File: config.mk
export PLATFORM = sky130hd
export DESIGN_NAME = ptea_queue
export DESIGN_NICKNAME = d
export VERILOG_FILES = /design/src/rtl/ptea_pkg.sv /design/src/rtl/ptea_queue.sv
export SDC_FILE = /design/constraint.sdc
export NUM_CORES = 1
export LEC_CHECK = 0
export CORE_MARGIN = 4
export CORE_UTILIZATION = 45
export DETAILED_ROUTE_END_ITERATION = 6
export DONT_BUFFER_PORTS = 1
export HOLD_SLACK_MARGIN = 0.03
export PLACE_DENSITY_LB_ADDON = 0.12
export SLEW_MARGIN = 5
export SYNTH_ARGS = -nofsm -noshare
export SYNTH_HDL_FRONTEND = slang
export SYNTH_SLANG_ARGS = --single-unit
File: constraint.sdc
create_clock -name clock -period 6.1 [get_ports clock]
set_clock_uncertainty 0.2 [all_clocks]
set_input_delay 0.61 -clock clock [delete_from_list [all_inputs] [get_ports clock]]
set_output_delay 0.61 -clock clock [all_outputs]
set_load 0.05 [all_outputs]
File: src/rtl/ptea_pkg.sv
// ----------------------------------------------------------------------------
// ptea_pkg
// shared constants, codes and types of the port table allocator
// ----------------------------------------------------------------------------
`default_nettype none

package ptea_pkg;

   // default sizes
   localparam int unsigned NUM_PORTS_DEF  = 65536;
   localparam int unsigned OWNER_BITS_DEF = 8;

   // fixed field widths
   localparam int unsigned ACTION_W = 3;
   localparam int unsigned PORT_W   = 16;
   localparam int unsigned OWNER_W  = 8;

   localparam logic [PORT_W-1:0] PORT_TOP   = 16'hFFFF;
   localparam logic [PORT_W-1:0] BASE_RESET = 16'd49152;

   // action codes
   localparam logic [ACTION_W-1:0] ACT_REGISTER   = 3'd0;
   localparam logic [ACTION_W-1:0] ACT_UNREGISTER = 3'd1;
   localparam logic [ACTION_W-1:0] ACT_LOOKUP     = 3'd2;
   localparam logic [ACTION_W-1:0] ACT_FREE_OWNER = 3'd3;
   localparam logic [ACTION_W-1:0] ACT_ALLOCATE   = 3'd4;

   // command queue
   localparam int unsigned QUEUE_DEPTH = 2;
   localparam int unsigned QPTR_W      = $clog2(QUEUE_DEPTH);
   localparam int unsigned QCNT_W      = $clog2(QUEUE_DEPTH + 1);

   typedef enum logic [2:0] {
      OP_REGISTER,
      OP_UNREGISTER,
      OP_LOOKUP,
      OP_FREE_OWNER,
      OP_ALLOCATE,
      OP_NONE
   } op_type;

   typedef struct packed {
      op_type              op;
      logic [PORT_W-1:0]   port;
      logic [OWNER_W-1:0]  owner;       // already masked to the owner width
      logic                in_table;
      logic                owner_zero;
   } cmd_type;

   typedef struct packed {
      logic                valid;
      logic                ok;
      logic [PORT_W-1:0]   port;
      logic [OWNER_W-1:0]  owner;
   } rsp_type;

   typedef struct packed {
      logic                clearing;
   } eng_status_type;

   typedef enum logic [2:0] {
      ST_CLEAR,
      ST_IDLE,
      ST_RMW,
      ST_FREE,
      ST_ALLOC_A,
      ST_ALLOC_B
   } eng_state_type;

   function automatic logic port_in_table(logic [PORT_W-1:0] p, int unsigned n);
      return ({1'b0, p} < 17'(n));
   endfunction

endpackage

`default_nettype wire

File: src/rtl/ptea_queue.sv
// ----------------------------------------------------------------------------
// ptea_queue
// short command queue between intake and table engine
// ----------------------------------------------------------------------------
`default_nettype none

module ptea_queue import ptea_pkg::*; (
   input  wire logic    clock,
   input  wire logic    reset,
   input  wire logic    push,
   input  wire cmd_type push_cmd,
   input  wire logic    pop,
   output cmd_type      head,
   output logic         empty,
   output logic         full
);

   cmd_type             entry_ff [QUEUE_DEPTH];
   logic [QPTR_W-1:0]   wr_ptr_ff, wr_ptr_in;
   logic [QPTR_W-1:0]   rd_ptr_ff, rd_ptr_in;
   logic [QCNT_W-1:0]   count_ff,  count_in;

   assign empty = (count_ff == '0);
   assign full  = (count_ff == QCNT_W'(QUEUE_DEPTH));
   assign head  = entry_ff[rd_ptr_ff];

   always_comb begin
      wr_ptr_in = push ? wr_ptr_ff + 1'b1 : wr_ptr_ff;
      rd_ptr_in = pop  ? rd_ptr_ff + 1'b1 : rd_ptr_ff;
      count_in  = count_ff;
      if (push && !pop) begin
         count_in = count_ff + 1'b1;
      end else if (pop && !push) begin
         count_in = count_ff - 1'b1;
      end
   end

   always_ff @(posedge clock) begin
      if (reset) begin
         wr_ptr_ff <= '0;
         rd_ptr_ff <= '0;
         count_ff  <= '0;
      end else begin
         wr_ptr_ff <= wr_ptr_in;
         rd_ptr_ff <= rd_ptr_in;
         count_ff  <= count_in;
      end
   end

   always_ff @(posedge clock) begin
      if (push) begin
         entry_ff[wr_ptr_ff] <= push_cmd;
      end
   end

endmodule

`default_nettype wire

==> results of run 1 <==
==> stage by stage <==
step                      util, %  cell area [µm²]
after global placement      49.14             2382
after global routing        53.01             2570
after detailed placement    49.14             2382
after floorplan                 -             2297
final                       53.01             2570
after CTS                   53.01             2570
==> cells in the final DEF (no fill, tap or decap) <==
master      netlist  layout
xnor2_1           2       2
o21ai_0           1       1
clkbuf_8          0       9
xor2_1            2       2
a21oi_1           1       1
mux2_2           29      29
clkinvlp_4        0       3
and2_1            1       1
and2b_2           1       1
bufinv_16         0       1
ha_1              1       1
dfxtp_1           5       5
buf_4             0       2
nor2b_4           0       1
clkinv_1          0       3
inv_1             1       1
edfxtp_1         58      58
or3_1             1       1
nor2_1            5       5
==> cell families (layout without fill, tap and decap cells) <==
family,Yosys count,count (layout),synth area share (%)
simple gates,9,9,2.016
xor+xnor,4,4,1.525
mux,29,29,14.22
flops,63,63,80.17
buf+inv,4,19,1.089
fa+ha+maj,1,1,0.5446
compound gates,2,2,0.4353
==> metal layers <==
| layer | vias up | GRT usage (%) |
|---|---|---|
| met2 | 46 | 20.12 |
| met5 | - | 0 |
| met3 | 8 | 7.336 |
| met4 | 0 | 8.763 |
| li1 | 448 | - |
| met1 | 483 | 10.94 |
==> final timing paths <==
check / end / slack [ns] / cells after the start
worst min register to register: count_ff[1]$_SDFFE_PP0P_ / 0.29 / 2
worst max-delay path: head[26] / 3.58 / 2
worst max register to register: entry_ff[1][18]$_DFFE_PP_ / 4.26 / 2
worst min-delay path: count_ff[1]$_SDFFE_PP0P_ / 0.14 / 1
==> power breakdown <==
group	internal, mW	total (mW)	switching (mW)
Clock	0.184	0.332	0.148
Sequential	0.503	0.512	0.00897
Combinational	0.0305	0.145	0.115
Total	0.717	0.989	0.271
==> state kept, by name, indices dropped and copies added (netlist names), named ones only <==
name       cells
count_ff       2
rd_ptr_ff      1
entry_ff      58
wr_ptr_ff      1
==> final cells by class <==
type	count	area, µm²
inverter	1	3.754
timing repair buffer	2	15.01
sequential	63	1842
fill	383	2278
multi-input combinational	45	437.9
tap	67	83.83
clock buffer	9	123.9
clock inverter	7	63.81
==> worst register-to-register path, cell delays in order (launching register included) <==
cell,delay [ns]
dfxtp_1,0.39
and2_1,0.57
buf_4,0.36
==> results.sh, run 1 <==
export IMPL_slew_headroom_pct=40.93
export IMPL_start_util_pct=47.38
export IMPL_final_cells=194
export IMPL_hpwl_um=2315
export IMPL_syn_avg_cell_area_um2=20.51
export IMPL_tightest_slew_ns=0.8828
export IMPL_leakage_nw=0.8465
export IMPL_cp_required_ns=5.29
export IMPL_clock_path_buffers=2
export IMPL_cts_tree="yes"
export IMPL_grt_start_max_net_pins=30
export IMPL_drtIter0Drc=49
export IMPL_drc=0
export IMPL_holdWs_ns=0.1449
export IMPL_area_delta_synth_final_pct=11.87
export IMPL_cap_violations=0
export IMPL_postCtsSetupBuffers=0
export IMPL_crit_chain="buf_4, mux2_2"
export IMPL_drive_gt1_share_pct=36.22
export IMPL_ir_drop_uv=231.3
export IMPL_wl_met2_um=1891
export IMPL_ant_nets=0
export IMPL_crit_path_end_kind="output pin"
export IMPL_place_ws_ns=3.905
export IMPL_die_h_um=79.45
export IMPL_num_io_pins=64
export IMPL_fin_tns_setup_ns=0
export IMPL_wl_per_cell_um=18.05
export IMPL_worstSkewPairLatency_ns=0.32
export IMPL_p_total_uw=988.7
export IMPL_synth_top_area_share_pct=75.82
export IMPL_chipWidth_um=79.45
export IMPL_async_flop_share_pct=0
export IMPL_ctsHoldBuffers=0
export IMPL_max_stage_delay_ns=0.51
export IMPL_drt_pre_antenna_iters=3
export IMPL_path_buf_inv=1
export IMPL_rsz0062_at_grt="no"
export IMPL_io_buffers=0
export IMPL_yosys_area_top_type="edfxtp_1"
export IMPL_core_um2=4848
export IMPL_place_congestion=0.6624
export IMPL_top_layer="met4"
export IMPL_worstReg2RegStart="wr_ptr_ff$_SDFFE_PP0P_"
export IMPL_placed_cells=178
export IMPL_ctsResizeCount=0
export IMPL_grt_pass1_vias=1056
export IMPL_synth_nets=146
export IMPL_fin_crit_ns=2.516
export IMPL_vias_per_cell=5.077
export IMPL_synth_area_leaders="edfxtp_1, mux2_2, dfxtp_1"
export IMPL_numCtsBuffers=9
export IMPL_hold_violations=0
export IMPL_ys_seq_area_share_pct=80.17
export IMPL_crit_slowest_cell="mux2_2"
export IMPL_fp_row_count=25
export IMPL_grt_overflow=0
export IMPL_hp_start="reset"
export IMPL_layout_setup_ws_ns=3.584
export IMPL_synth_cells=112
export IMPL_yosysMostFrequentCell="edfxtp_1"
export IMPL_yosys_top_cells_count="edfxtp_1, mux2_2, dfxtp_1, nor2_1"
export IMPL_setup_viol=0
export IMPL_ys_ff_latch=63
export IMPL_synth_cell_type_count=16
export IMPL_worstSetupStartpointType="register"
export IMPL_ys_warn_count=0
export IMPL_gr_usage_all_layers_pct=12.24
export IMPL_die_area_um2=6312
export IMPL_finalCritPeriodShare_pct=41.25
export IMPL_routed_wl_um=3501
export IMPL_wirelength_met1_um=1161
export IMPL_numClockSinks=63
export IMPL_fmax_mhz=397.4
export IMPL_wl_met3_um=355
export IMPL_worstPathMaxFanout=23
export IMPL_arrival_ns=1.71
export IMPL_cpLargestDelayFamily="multiplexers"
export IMPL_cts_clk_slew_worst_paths_ns=0.07
export IMPL_hold_path_class="in -> reg"
export IMPL_path_class="reg -> out"
export IMPL_antenna_found_initial=0
export IMPL_num_antenna_cells=0
export IMPL_synth_edff_count=58
export IMPL_slew_viol_final=0
export IMPL_outcome="finished, final reports clean"
export IMPL_synth_ff_type="edfxtp_1"
export IMPL_ctsHtreeMaxLevel=3
export IMPL_syn_area_um2=2297
export IMPL_power_density_nw_per_um2=384.7
export IMPL_fin_nets=156
export IMPL_vias=985
export IMPL_grt_pass1_wl_um=5361
export IMPL_root_buffer="clkbuf_8"
No activity file was read; power rests on OpenSTA's default activity.
==> inputs of run 2 (changes only) <==
==> constraint.sdc (replaced) <==
create_clock -name clock -period 2.6 [get_ports clock]
set_clock_uncertainty 0.2 [all_clocks]
set_input_delay 0.26 -clock clock [delete_from_list [all_inputs] [get_ports clock]]
set_output_delay 0.26 -clock clock [all_outputs]
set_load 0.05 [all_outputs]
==> results.sh, run 2 (synthesized netlist as in run 1, its figures left out) <==
export IMPL_core_um2=4848
export IMPL_grt_pass1_vias=1260
export IMPL_die_area_um2=6312
export IMPL_p_switching_uw=644.4
export IMPL_place_congestion=0.6524
export IMPL_cts_clk_slew_worst_paths_ns=0.07
export IMPL_ir_drop_uv=486.7
export IMPL_vias=1094
export IMPL_p_seq_share_pct=51.0
export IMPL_largest_register="entry_ff"
export IMPL_chipWidth_um=79.45
export IMPL_power_frac_comb_pct=16.6
export IMPL_num_antenna_cells=0
export IMPL_start_util_pct=47.38
export IMPL_fin_nets=189
export IMPL_max_stage_delay_ns=0.63
export IMPL_reg_largest_list="entry_ff: 58 flops, count_ff: 2 flops"
export IMPL_io_buffers=0
export IMPL_grt_overflow=0
export IMPL_crit_chain="buf_12, mux2_2"
export IMPL_power_density_nw_per_um2=814.5
export IMPL_path_buf_inv=1
export IMPL_worstSkewPairLatency_ns=0.33
export IMPL_drc=0
export IMPL_fin_crit_ns=2.138
export IMPL_arrival_ns=1.68
export IMPL_root_buffer="clkbuf_8"
export IMPL_ctsHoldBuffers=32
export IMPL_setup_viol=0
export IMPL_outcome="finished, final reports clean"
export IMPL_hold_path_class="in -> reg"
export IMPL_p_total_mw=2.363
export IMPL_tightest_slew_ns=0.8756
export IMPL_ant_nets=0
export IMPL_numClockSinks=63
export IMPL_rsz0062_at_grt="no"
export IMPL_drive_gt1_share_pct=28.75
export IMPL_cp_required_ns=2.14
export IMPL_cts_tree="yes"
export IMPL_crit_path_end_kind="output pin"
export IMPL_ctsHtreeMaxLevel=3
export IMPL_leakage_nw=0.9990
export IMPL_postCtsSetupBuffers=0
export IMPL_p_clk_share_pct=32.5
export IMPL_ctsResizeCount=0
export IMPL_largest_reg_flops=58
export IMPL_fp_row_count=25
export IMPL_cap_violations=0
export IMPL_antenna_found_initial=0
export IMPL_grt_pass1_wl_um=6023
export IMPL_slew_viol_final=0
export IMPL_worstSetupStartpointType="register"
export IMPL_area_delta_synth_final_pct=26.31
export IMPL_hold_violations=0
export IMPL_cpLargestDelayFamily="flip-flops"
export IMPL_post_route_util_pct=59.85
export IMPL_gr_usage_all_layers_pct=13.59
export IMPL_vias_per_cell=4.819
export IMPL_routed_wl_um=3886
export IMPL_layout_common_cells="edfxtp_1, dlygate4sd3_1, mux2_2"
export IMPL_grt_start_max_net_pins=30
export IMPL_finalCritPeriodShare_pct=82.24
export IMPL_numCtsBuffers=9
export IMPL_final_common_cell="edfxtp_1"
export IMPL_path_class="reg -> out"
export IMPL_drt_pre_antenna_iters=4
export IMPL_die_h_um=79.45
export IMPL_fin_tns_setup_ns=0
export IMPL_slew_headroom_pct=41.41
export IMPL_switching_share_pct=27.27
export IMPL_fmax_mhz=467.7
export IMPL_crit_slowest_cell="dfxtp_1"
export IMPL_drtIter0Drc=35
export IMPL_num_io_pins=64
export IMPL_wl_per_cell_um=17.12
export IMPL_power_internal_mw=1.719
export IMPL_worstPathMaxFanout=20
export IMPL_hpwl_um=2401
export IMPL_clock_path_buffers=2
==> run 2: cell types whose count changed in the layout (fill, tap and decap cells not counted), sizes merged <==
| cell | change |
|---|---|
| clkinv | +2 |
| clkbuf | +1 |
| clkinvlp | -3 |
| buf | +1 |
| dlygate4sd3 | +32 |
==> run 2: power by group through the flow <==
stage	sequential [mW]	clock [mW]	combinational (mW)
finish	1.20	0.767	0.391
global route	1.21	0.844	0.411
CTS	1.21	0.784	0.397
detailed placement	1.23	0	0.348
global placement	1.22	0	0.347
floorplan	1.22	0	0.321
==> run 2: area by class of cell <==
| class | count | area (µm²) |
|---|---|---|
| Sequential cell | 63 | 1842 |
| Multi-Input combinational cell | 45 | 437.9 |
| Clock buffer | 10 | 127.6 |
| Inverter | 1 | 3.754 |
| Clock inverter | 6 | 51.30 |
| Fill cell | 378 | 1947 |
| Timing Repair Buffer | 35 | 355.3 |
| Tap cell | 67 | 83.83 |
==> run 2: worst paths after layout <==
| check | startpoint | endpoint | slack [ns] | depth (start not counted) |
|---|---|---|---|---|
| setup reg to reg | wr_ptr_ff$_SDFFE_PP0P_ | entry_ff[0][4]$_DFFE_PP_ | 0.98 | 1 |
| hold / removal | push | count_ff[0]$_SDFFE_PP0P_ | 0.08 | 3 |
| hold reg to reg | count_ff[1]$_SDFFE_PP0P_ | count_ff[1]$_SDFFE_PP0P_ | 0.32 | 2 |
| setup / recovery | register | head[6] | 0.46 | 2 |
==> run 2: routing by layer <==
layer	GRT usage [%]	vias up	routed length, µm
met1	12.23	523	1381
met5	0	-	0
met2	24.46	45	2108
met4	7.732	0	94
li1	-	516	-
met3	6.433	10	301
==> run 2: per-stage QoR <==
step	cell area, µm²	setup slack (ns)	hold slack, ns	std cells
detailed placement	2402	0.7885	0.1363	179
CTS	2902	0.4082	0.07215	227
finish	2902	0.4619	0.07944	227
floorplan	2297	0.3458	0.1291	112
global route	2902	0.3761	0.09699	227
global placement	2402	0.7928	0.1311	179
==> inputs of run 3 (changes only) <==
==> constraint.sdc (replaced) <==
create_clock -name clock -period 2 [get_ports clock]
set_clock_uncertainty 0.2 [all_clocks]
set_input_delay 0.2 -clock clock [delete_from_list [all_inputs] [get_ports clock]]
set_output_delay 0.2 -clock clock [all_outputs]
set_load 0.05 [all_outputs]
==> results.sh, run 3 (synthesized netlist as in run 1, its figures left out) <==
export IMPL_outcome="finished, final reports clean"
export IMPL_rsz0062_at_grt="no"
export IMPL_core_um2=4848
export IMPL_hold_violations=0
export IMPL_holdWs_ns=0.05556
export IMPL_root_buffer="clkbuf_8"
export IMPL_clock_path_buffers=2
export IMPL_drc=0
export IMPL_cp_required_ns=1.60
export IMPL_tightest_slew_ns=0.2854
export IMPL_crit_slowest_cell="mux2_2"
export IMPL_antenna_found_initial=0
export IMPL_start_util_pct=47.38
export IMPL_die_area_um2=6312
export IMPL_slew_headroom_pct=81.06
export IMPL_grt_pass1_vias=1282
export IMPL_grt_pass1_wl_um=6196
export IMPL_grt_start_max_net_pins=27
export IMPL_ctsResizeCount=0
export IMPL_drt_pre_antenna_iters=4
export IMPL_numCtsBuffers=9
export IMPL_fp_row_count=25
export IMPL_place_congestion=0.7192
export IMPL_worstSetupStartpointType="register"
export IMPL_num_antenna_cells=0
export IMPL_io_buffers=0
export IMPL_ant_nets=0
export IMPL_worstPathMaxFanout=26
export IMPL_crit_path_end_kind="output pin"
export IMPL_grt_overflow=0
export IMPL_worstSkewPairLatency_ns=0.33
export IMPL_ir_drop_uv=572.1
export IMPL_die_h_um=79.45
export IMPL_final_common_cell="edfxtp_1"
export IMPL_setup_viol=0
export IMPL_drive_gt1_share_pct=30.49
export IMPL_slew_viol_final=0
export IMPL_post_route_util_pct=61.06
export IMPL_crit_chain="buf_12, mux2_2"
export IMPL_gr_usage_all_layers_pct=13.98
export IMPL_cts_tree="yes"
export IMPL_hold_path_class="in -> reg"
export IMPL_fin_nets=193
export IMPL_vias=1121
export IMPL_chipWidth_um=79.45
export IMPL_largest_register="entry_ff"
export IMPL_vias_per_cell=4.853
export IMPL_cap_violations=0
export IMPL_reg_largest_list="entry_ff: 58 flops, count_ff: 2 flops"
export IMPL_arrival_ns=1.49
export IMPL_area_delta_synth_final_pct=28.87
export IMPL_ctsHtreeMaxLevel=3
export IMPL_drtIter0Drc=58
export IMPL_largest_reg_flops=58
export IMPL_cts_clk_slew_worst_paths_ns=0.06
export IMPL_fmax_mhz=528.5
export IMPL_fin_crit_ns=1.892
export IMPL_routed_wl_um=3930
export IMPL_numClockSinks=63
export IMPL_leakage_nw=1.030
export IMPL_num_io_pins=64
export IMPL_layout_common_cells="edfxtp_1, dlygate4sd3_1, mux2_2"
export IMPL_power_density_nw_per_um2=1090
export IMPL_hpwl_um=2504
export IMPL_fin_tns_setup_ns=0
export IMPL_path_class="reg -> out"
export IMPL_finalCritPeriodShare_pct=94.61
export IMPL_place_ws_ns=0.4524
export IMPL_max_stage_delay_ns=0.49
export IMPL_wl_per_cell_um=17.01
export IMPL_layout_setup_ws_ns=0.1078
[run 3: changes by cell type in the layout (fill, tap and decap cells not counted), sizes merged]
cell and delta:
dlygate4sd3 +1, clkbuf +2, clkinv -3, buf +3
bufinv +1
[run 3: final timing paths]
| check | from | end | slack [ns] | cells past startpoint |
|---|---|---|---|---|
| setup reg to reg | rd_ptr_ff$_SDFFE_PP0P_ | register | 0.53 | 3 |
| hold / removal | pop | count_ff[0]$_SDFFE_PP0P_ | 0.06 | 4 |
| hold reg to reg | count_ff[1]$_SDFFE_PP0P_ | count_ff[1]$_SDFFE_PP0P_ | 0.33 | 2 |
| setup / recovery | register | head[17] | 0.11 | 2 |
[run 3: timing repair]
| action | CTS | global route |
|---|---|---|
| endpoints found under the hold margin | 63 | 0 |
| hold buffers | 33 | 0 |
| buffers inserted | 0 | 0 |
[run 3: per-layer routing]
metal  track usage, %  wire length [µm]
met1            13.62              1366
met5                0                 0
met4            9.794                77
met3            5.079               260
met2            24.29              2225
[run 3: layout make-up]
type / count / area [µm²]
sequential: 63 / 1842
fill: 366 / 1888
multi-input combinational: 45 / 437.9
tap: 67 / 83.83
inverter: 1 / 3.754
timing repair buffer: 39 / 387.9
clock buffer: 12 / 135.1
clock inverter: 4 / 70.07
[run 3: power breakdown]
group / switching [mW] / internal [mW]
Sequential: 0.0279 / 1.53
Combinational: 0.377 / 0.155
Clock: 0.437 / 0.699
Total: 0.842 / 2.39
[run 3: stage by stage]
step	power, mW	cell area, µm²	cells
floorplan	1.997	2300	112
global placement	2.052	2425	182
detailed placement	2.063	2425	182
CTS	3.268	2960	231
global route	3.355	2960	231
finish	3.227	2960	231
[run 3: worst max-delay path: cells and delay by family (launching register included)]
family,cells,cell delay [ns]
buf+inv,1,0.22
flops,1,0.44
mux,1,0.49
